===== src/rtl/core/rqpr_pkg.sv =====
package rqpr_pkg;

    localparam int DATA_W    = 32;
    localparam int LEN_W     = 7;
    localparam int OP_W      = 2;
    localparam int ST_W      = 2;
    localparam int FILL_W    = 7;
    localparam int CAP_W     = 7;
    localparam int S_TDATA_W = 40;
    localparam int M_TDATA_W = 40;
    localparam int DEPTH_DEF = 64;
    localparam int CAP_RESET = 64;

    typedef enum logic [OP_W-1:0] {
        OP_ENQ  = 2'd0,
        OP_DEQ  = 2'd1,
        OP_PEEK = 2'd2,
        OP_REV  = 2'd3
    } op_t;

    typedef enum logic [ST_W-1:0] {
        ST_OK    = 2'd0,
        ST_EMPTY = 2'd1,
        ST_FULL  = 2'd2
    } status_t;

    typedef enum logic [2:0] {
        S_IDLE,
        S_READ,
        S_RD_A,
        S_RD_B,
        S_WR_A,
        S_WR_B,
        S_DONE
    } state_t;

endpackage


===== src/rtl/core/ring_queue_with_prefix_reverse_core.sv =====
// Circular queue of signed 32-bit words in a single-port-write RAM, with a
// usable capacity set by cfg_wdata (0 acts as 1, above DEPTH acts as DEPTH);
// every capacity write also empties the queue. One item is worked at a time
// and s_tready is low while it is in flight; its result then waits in the
// output register, so the next item can be taken while the result is still
// pending. Enqueue goes straight to the done state; dequeue and peek pass
// a read state first unless empty; reversing the first k entries (capped
// at the fill count) swaps pairs, each as read, read, write, write through
// the one RAM write port and the shared slot adder. Entries are not cleared
// at reset and no clearing pass runs; only written entries are ever read.
module ring_queue_with_prefix_reverse_core
    import rqpr_pkg::*;
#(
    parameter int DEPTH = DEPTH_DEF
) (
    input  logic                 clk,
    input  logic                 rst_n,
    input  logic                 s_tvalid,
    output logic                 s_tready,
    input  logic [S_TDATA_W-1:0] s_tdata,   // data_in, reverse_len, zero pad
    input  logic [OP_W-1:0]      s_tuser,   // opcode
    output logic                 m_tvalid,
    input  logic                 m_tready,
    output logic [M_TDATA_W-1:0] m_tdata,   // data_out, fill_count, zero pad
    output logic [ST_W-1:0]      m_tuser,   // status
    input  logic                 cfg_we,
    input  logic [CAP_W-1:0]     cfg_wdata
);

    localparam int AW       = $clog2(DEPTH);
    localparam int CW       = $clog2(DEPTH + 1);
    localparam int PW       = AW + 1;
    localparam int CAP_INIT = (DEPTH < CAP_RESET) ? DEPTH : CAP_RESET;

    state_t              state_reg, state_next;
    logic [AW-1:0]       head_reg, head_next;
    logic [CW-1:0]       count_reg, count_next;
    logic [CW-1:0]       cap_reg, cap_next;
    logic [AW-1:0]       i_reg, i_next;
    logic [AW-1:0]       j_reg, j_next;
    op_t                 op_reg, op_next;
    logic [DATA_W-1:0]   res_data_reg, res_data_next;
    status_t             res_status_reg, res_status_next;
    logic [DATA_W-1:0]   tmp_reg, tmp_next;
    logic                out_valid_reg, out_valid_next;
    logic [DATA_W-1:0]   out_data_reg, out_data_next;
    status_t             out_status_reg, out_status_next;
    logic [FILL_W-1:0]   out_fill_reg, out_fill_next;

    op_t                 in_op;
    logic [DATA_W-1:0]   in_data;
    logic [LEN_W-1:0]    in_k;
    logic                accept;
    logic [CW-1:0]       k_eff;
    logic                out_free;
    logic                more_swaps;
    logic [31:0]         cap_wide;

    // shared slot unit: head + pos, wrapped at capacity
    logic [AW-1:0]       pos;
    logic [PW-1:0]       slot_sum;
    logic [PW-1:0]       slot_wrap;
    logic [AW-1:0]       slot_addr;

    logic                ram_we;
    logic [AW-1:0]       ram_waddr;
    logic [DATA_W-1:0]   ram_wdata;
    logic [AW-1:0]       ram_raddr;
    logic [DATA_W-1:0]   ram_rdata;

    assign in_op   = op_t'(s_tuser);
    assign in_data = s_tdata[DATA_W-1:0];
    assign in_k    = s_tdata[DATA_W+LEN_W-1:DATA_W];
    assign accept  = s_tvalid && s_tready;
    assign out_free = !out_valid_reg || m_tready;

    assign slot_sum  = PW'(head_reg) + PW'(pos);
    assign slot_wrap = (slot_sum >= PW'(cap_reg)) ? (slot_sum - PW'(cap_reg)) : slot_sum;
    assign slot_addr = slot_wrap[AW-1:0];

    assign more_swaps = AW'(i_reg + 1'b1) < AW'(j_reg - 1'b1);

    always_comb
    begin
        if (32'(in_k) > 32'(count_reg))
        begin
            k_eff = count_reg;
        end
        else
        begin
            k_eff = CW'(in_k);
        end
    end

    rqpr_ram #(
        .WIDTH (DATA_W),
        .DEPTH (DEPTH)
    ) u_ram (
        .clk   (clk),
        .we    (ram_we),
        .waddr (ram_waddr),
        .wdata (ram_wdata),
        .raddr (ram_raddr),
        .rdata (ram_rdata)
    );

    // next state
    always_comb
    begin
        state_next = state_reg;
        unique case (state_reg)
            S_IDLE:
            begin
                if (accept)
                begin
                    unique case (in_op)
                        OP_ENQ:
                        begin
                            state_next = S_DONE;
                        end
                        OP_DEQ, OP_PEEK:
                        begin
                            state_next = (count_reg == '0) ? S_DONE : S_READ;
                        end
                        OP_REV:
                        begin
                            state_next = (k_eff > CW'(1)) ? S_RD_A : S_DONE;
                        end
                        default:
                        begin
                            state_next = S_DONE;
                        end
                    endcase
                end
            end
            S_READ:
            begin
                state_next = S_DONE;
            end
            S_RD_A:
            begin
                state_next = S_RD_B;
            end
            S_RD_B:
            begin
                state_next = S_WR_A;
            end
            S_WR_A:
            begin
                state_next = S_WR_B;
            end
            S_WR_B:
            begin
                state_next = more_swaps ? S_RD_A : S_DONE;
            end
            S_DONE:
            begin
                if (out_free)
                begin
                    state_next = S_IDLE;
                end
            end
            default:
            begin
                state_next = S_IDLE;
            end
        endcase
    end

    // sequencer outputs: handshake, slot position, ram port
    always_comb
    begin
        s_tready  = 1'b0;
        pos       = '0;
        ram_we    = 1'b0;
        ram_wdata = in_data;
        ram_raddr = slot_addr;
        unique case (state_reg)
            S_IDLE:
            begin
                s_tready  = 1'b1;
                pos       = count_reg[AW-1:0];
                ram_raddr = head_reg;
                ram_we    = accept && (in_op == OP_ENQ) && (count_reg < cap_reg);
            end
            S_READ:
            begin
                pos = AW'(1);
            end
            S_RD_A:
            begin
                pos = i_reg;
            end
            S_RD_B:
            begin
                pos = j_reg;
            end
            S_WR_A:
            begin
                pos       = i_reg;
                ram_we    = 1'b1;
                ram_wdata = ram_rdata;
            end
            S_WR_B:
            begin
                pos       = j_reg;
                ram_we    = 1'b1;
                ram_wdata = tmp_reg;
            end
            S_DONE:
            begin
                pos = '0;
            end
            default:
            begin
                pos = '0;
            end
        endcase
    end

    assign ram_waddr = slot_addr;

    // datapath next values
    always_comb
    begin
        head_next       = head_reg;
        count_next      = count_reg;
        cap_next        = cap_reg;
        i_next          = i_reg;
        j_next          = j_reg;
        op_next         = op_reg;
        res_data_next   = res_data_reg;
        res_status_next = res_status_reg;
        tmp_next        = tmp_reg;
        out_valid_next  = out_valid_reg && !m_tready;
        out_data_next   = out_data_reg;
        out_status_next = out_status_reg;
        out_fill_next   = out_fill_reg;
        cap_wide        = 32'(cfg_wdata);

        unique case (state_reg)
            S_IDLE:
            begin
                if (accept)
                begin
                    op_next         = in_op;
                    res_data_next   = '0;
                    res_status_next = ST_OK;
                    i_next          = '0;
                    j_next          = AW'(k_eff - 1'b1);
                    if (in_op == OP_ENQ)
                    begin
                        if (count_reg < cap_reg)
                        begin
                            count_next = CW'(count_reg + 1'b1);
                        end
                        else
                        begin
                            res_status_next = ST_FULL;
                        end
                    end
                    else if ((in_op == OP_DEQ || in_op == OP_PEEK) && count_reg == '0)
                    begin
                        res_data_next   = {DATA_W{1'b1}};
                        res_status_next = ST_EMPTY;
                    end
                end
            end
            S_READ:
            begin
                res_data_next = ram_rdata;
                if (op_reg == OP_DEQ)
                begin
                    head_next  = slot_addr;
                    count_next = CW'(count_reg - 1'b1);
                end
            end
            S_RD_B:
            begin
                tmp_next = ram_rdata;
            end
            S_WR_B:
            begin
                i_next = AW'(i_reg + 1'b1);
                j_next = AW'(j_reg - 1'b1);
            end
            S_DONE:
            begin
                if (out_free)
                begin
                    out_valid_next  = 1'b1;
                    out_data_next   = res_data_reg;
                    out_status_next = res_status_reg;
                    out_fill_next   = FILL_W'(count_reg);
                end
            end
            default:
            begin
                tmp_next = tmp_reg;
            end
        endcase

        // capacity write empties the queue
        if (cfg_we)
        begin
            head_next  = '0;
            count_next = '0;
            if (cap_wide == 32'd0)
            begin
                cap_next = CW'(1);
            end
            else if (cap_wide > 32'(DEPTH))
            begin
                cap_next = CW'(DEPTH);
            end
            else
            begin
                cap_next = CW'(cap_wide);
            end
        end
    end

    always_ff @(posedge clk or negedge rst_n)
    begin
        if (!rst_n)
        begin
            state_reg     <= S_IDLE;
            head_reg      <= '0;
            count_reg     <= '0;
            cap_reg       <= CW'(CAP_INIT);
            out_valid_reg <= 1'b0;
        end
        else
        begin
            state_reg     <= state_next;
            head_reg      <= head_next;
            count_reg     <= count_next;
            cap_reg       <= cap_next;
            out_valid_reg <= out_valid_next;
        end
    end

    always_ff @(posedge clk)
    begin
        i_reg          <= i_next;
        j_reg          <= j_next;
        op_reg         <= op_next;
        res_data_reg   <= res_data_next;
        res_status_reg <= res_status_next;
        tmp_reg        <= tmp_next;
        out_data_reg   <= out_data_next;
        out_status_reg <= out_status_next;
        out_fill_reg   <= out_fill_next;
    end

    assign m_tvalid = out_valid_reg;
    assign m_tdata  = {{(M_TDATA_W-DATA_W-FILL_W){1'b0}}, out_fill_reg, out_data_reg};
    assign m_tuser  = out_status_reg;

endmodule


===== src/rtl/core/rqpr_ram.sv =====
module rqpr_ram #(
    parameter int WIDTH = 32,
    parameter int DEPTH = 64
) (
    input  logic                     clk,
    input  logic                     we,
    input  logic [$clog2(DEPTH)-1:0] waddr,
    input  logic [WIDTH-1:0]         wdata,
    input  logic [$clog2(DEPTH)-1:0] raddr,
    output logic [WIDTH-1:0]         rdata
);

    logic [WIDTH-1:0] mem [DEPTH];
    logic [WIDTH-1:0] rdata_reg;

    always_ff @(posedge clk)
    begin
        if (we)
        begin
            mem[waddr] <= wdata;
        end
        rdata_reg <= mem[raddr];
    end

    assign rdata = rdata_reg;

endmodule


===== config.mk =====
export PLATFORM = sky130hd
export DESIGN_NAME = ring_queue_with_prefix_reverse_core
export DESIGN_NICKNAME = d
export VERILOG_FILES = /design/src/rtl/core/rqpr_pkg.sv /design/src/rtl/core/ring_queue_with_prefix_reverse_core.sv /design/src/rtl/core/rqpr_ram.sv
export SDC_FILE = /design/constraint.sdc
export NUM_CORES = 2
export LEC_CHECK = 0
export BUFFER_PORTS_ARGS = -buffer_cell sky130_fd_sc_hd__buf_2
export CAP_MARGIN = 20
export CORE_ASPECT_RATIO = 1.2
export CORE_MARGIN = 1.5
export CORE_UTILIZATION = 32
export DETAILED_ROUTE_END_ITERATION = 10
export GPL_TIMING_DRIVEN = 0
export MAX_ROUTING_LAYER = met4
export PLACE_DENSITY = 0.48
export REMOVE_ABC_BUFFERS = 1
export SYNTH_ARGS = -nofsm -noshare
export SYNTH_HDL_FRONTEND = slang
export SYNTH_SLANG_ARGS = --single-unit

===== constraint.sdc =====
create_clock -name clk -period 6.09 [get_ports clk]
set_input_delay 0 -clock clk [delete_from_list [all_inputs] [get_ports clk]]
set_output_delay 0 -clock clk [all_outputs]
set_load 0.1 [all_outputs]

==> impl_metrics.csv <==
group,metric,value,unit
die,dieHeight,578,um
sta,fin_ws,-0.0202,ns
sta,finalCriticalPeriod,6.11,ns
worst_setup_path,cp.arrival,6.85,ns
global_routing,use_met2,35.1,%
synth,synth_cells,5719,
global_routing,grt_busiest_layer,"met2",
synth,ys_warn_count,0,
die,die_w,482,um
sta,final_hold_viol_count,0,
clock_tree,h-tree-depth,4,
worst_setup_path,cpMaxStageDelayCell,"or4_4",
finish,largest-register,"u_ram.mem",
synth,synthTopCellsByArea,"edfxtp_1 74%, nand2_1 4.5%, mux2i_1 3.7%, mux4_2 3.3%, nand3_1 2.2%",
die,die-area,279000,um^2
sta,report.final.slew_viol_count,0,
finish,final_area,112000,um^2
global_routing,use_met1,29.1,%
global_routing,grt_pass1_wl,420,mm
sta,grt_setup_unrepaired,"yes",
sta,fmax,164,MHz
placement,pre_cts_ws,-2.85,ns
detailed_routing,vias_per_cell,5.43,
die,core_area,275000,um^2
synth,yosys_most_used_dff,"edfxtp_1",
global_routing,grt_start_max_net_pins,52,
global_routing,grt.overflow.total,0,
sta,worst_slew_pin_slew,1.06,ns
worst_hold_path,hold_path_class,"input pin to register",
finish,drive_gt1_share,22.2,%
sta,relSlewSlack,28.9,%
worst_setup_path,rr_startpoint,"state_reg[2]$_DFFE_PN0P_",
clock_tree,cts-root-buf,"clkbuf_16",
die,ioPinCount,98,
synth,yosysMostFrequentCell,"edfxtp_1",
run,max-cap-violations,0,
outcome,violations,"negative setup slack",
worst_setup_path,crit_fanout,9,
detailed_routing,drtIter0Drc,6529,
worst_setup_path,max_stage_delay,0.54,ns
clock_tree,clockBufferDepth,3,
synth,synth_top_area_cell,"edfxtp_1",
synth,async_reset_ff_share,1.08,%
detailed_routing,drc,0,
worst_setup_path,cp_cell_sequence,"or3_4 > o221a_4 > ha_4 > fa_2 > a21o_1 > a21oi_2 > nor2_1 > nor2_1 > o21bai_2 > ha_4 > nand4_4 > or2_0 > o221a_4 > a31o_4 > buf_12 > buf_16 > buf_16 > buf_16 > buf_16 > mux4_2 > a2111oi_4 > a311oi_2 > buf_4 > or4_4",
synth,synthTopCellsByCount,"2169 x edfxtp_1, 1057 x nand2_1, 384 x nand3_1",
placement,buffer_ports.inserted,95,
clock_tree,clk_pin_slew_worst_paths,0.06,ns
worst_hold_path,hp-start,"s_tdata[11]",
synth,syn_area_per_cell,15.4,um^2
worst_setup_path,crit_start,"state_reg[2]$_DFFE_PN0P_",
global_routing,grtUsageTotal,22.1,%
synth,yosysSeqAreaShare,75.2,%
die,num_rows,211,
finish,nFillCells,24600,
clock_tree,insertion_delay,0.90,ns
synth,ys_seq_elements,2225,
placement,postPlaceCellArea,98100,um^2
worst_setup_path,setup.worst_path.class,"register to register",
detailed_routing,via_count,55300,
synth,synth_top_area_share,73.8,%
global_routing,antenna_found_initial,6,
synth,syn_area,88300,um^2
die,initial_core_util,32.1,%
sta,final-setup-viol-count,4,
placement,gp_congestion,0.796,
worst_setup_path,critical_path_required,6.83,ns
placement,dp_hpwl,177,mm
synth,post_synth_num_cell_types,73,
sta,period_share,100,%
worst_setup_path,critPathLaunchType,"register",
global_routing,use_met3,3.05,%
finish,layout.cells.non_filler,10200,
clock_tree,clock-sinks,2225,
synth,synth-edff-count,2169,
placement,dp_cells,9347,
sta,skew,0.0378,ns
clock_tree,cts_made_buffers,221,
detailed_routing,routed_wl,311,mm
finish,area_growth,26.9,%
worst_setup_path,critPathCaptureType,"register",
global_routing,first_global_vias,52900,
finish,fin_nets,6461,
outcome,status,"finished with violations",
detailed_routing,final_antenna_net_count,0,
detailed_routing,wl_per_cell,30.6,um
worst_setup_path,cp_common_cell,"buf_16",
clock_tree,cts_tree,"yes",
detailed_routing,dr.pass1.iters,5,
finish,largest_reg_flops,2048,
[kinds of logic (layout without fill, tap and decap cells)]
kind of cell	after synthesis	count (layout)	share of synthesized area [%]
flip-flops	2225	2225	75.2
XOR/XNOR	24	24	0.238
AO/OA/AOI/OAI	770	770	5.84
adder cells (fa/ha/maj)	46	46	0.677
AND/OR/NAND/NOR	1803	1806	8.80
other	1	7	0.00425
buffers and inverters	384	1213	2.12
multiplexers	466	466	7.15
[layout by cell type (no fill, tap or decap), types with 96 or more instances in the layout]
cell type and count:
nand3_1 370, clkbuf_16 245, buf_2 96, edfxtp_1 2169, a21oi_1 156, buf_12 192
nand2_1 1046, mux4_2 131, mux2i_1 318, buf_4 220, o22ai_1 106
[path summary, 6_finish.rpt]
| path | endpoint | slack (ns) | cells past startpoint |
|---|---|---|---|
| max in group asynchronous | count_reg[1]$_DFFE_PN0P_ | 5.73 | 4 |
| setup / recovery | u_ram.rdata[24]$_DFF_P_ | -0.02 | 24 |
| min in group asynchronous | count_reg[5]$_DFFE_PN0P_ | 0.18 | 4 |
| hold / removal | u_ram.mem[15][11]$_DFFE_PP_ | 0.11 | 4 |
| setup reg to reg | u_ram.rdata[24]$_DFF_P_ | -0.02 | 24 |
| hold reg to reg | out_data_reg[0]$_DFFE_PP_ | 0.41 | 0 |
[worst max-delay path: cells and delay by family, from the launching register on]
kind                     cells  cell delay [ns]
adder cells (fa/ha/maj)      3             0.86
AO/OA/AOI/OAI                8             1.73
buffers and inverters        6             0.86
AND/OR/NAND/NOR              6             1.53
multiplexers                 1             0.46
flip-flops                   1             0.49
[stage by stage]
| step | setup TNS (ns) | hold slack (ns) | utilization (%) |
|---|---|---|---|
| finish | -0.0641 | 0.107 | 40.8 |
| global route | -2.41 | 0.100 | 40.7 |
| CTS | -0.269 | 0.0447 | 40.0 |
| detailed placement | -3002.35 | 0.0671 | 35.7 |
| global placement | - | 0.0546 | 33.3 |
| floorplan | -2506.76 | -0.296 | - |
[repair_timing]
action | CTS | global route
buffers inserted | 176 | 100
resized for setup | 176 | 178
hold buffers | 83 | 0
endpoints found under the hold margin | 1464 | 0
endpoints found under the setup margin | 2080 | 432
pin swaps | 94 | 88
cloned | 42 | 19
[area by class of cell]
cell class | instances | area, um^2 | share of cell area, %
clock buffers | 298 | 6080 | 5.43
inverters | 34 | 128 | 0.114
repair buffers | 766 | 11200 | 10.0
well taps | 3621 | 4530 | 4.05
clock inverters | 115 | 880 | 0.785
flip-flops and latches | 2225 | 66400 | 59.3
multi-input cells | 3113 | 22700 | 20.3
diodes | 6 | 15.0 | 0.0134
[layer usage]
layer / wire (um) / share of wire [%] / vias up
li1: - / - / 23400
met1: 128000 / 41 / 29000
met2: 149000 / 48 / 2340
met3: 22800 / 7.3 / 491
met4: 11000 / 3.5 / 0
met5: 0 / 0 / -
Power is left out: the tool's default activity adds up to more than one toggle a clock period on the data nets, which glitch-free logic cannot reach.
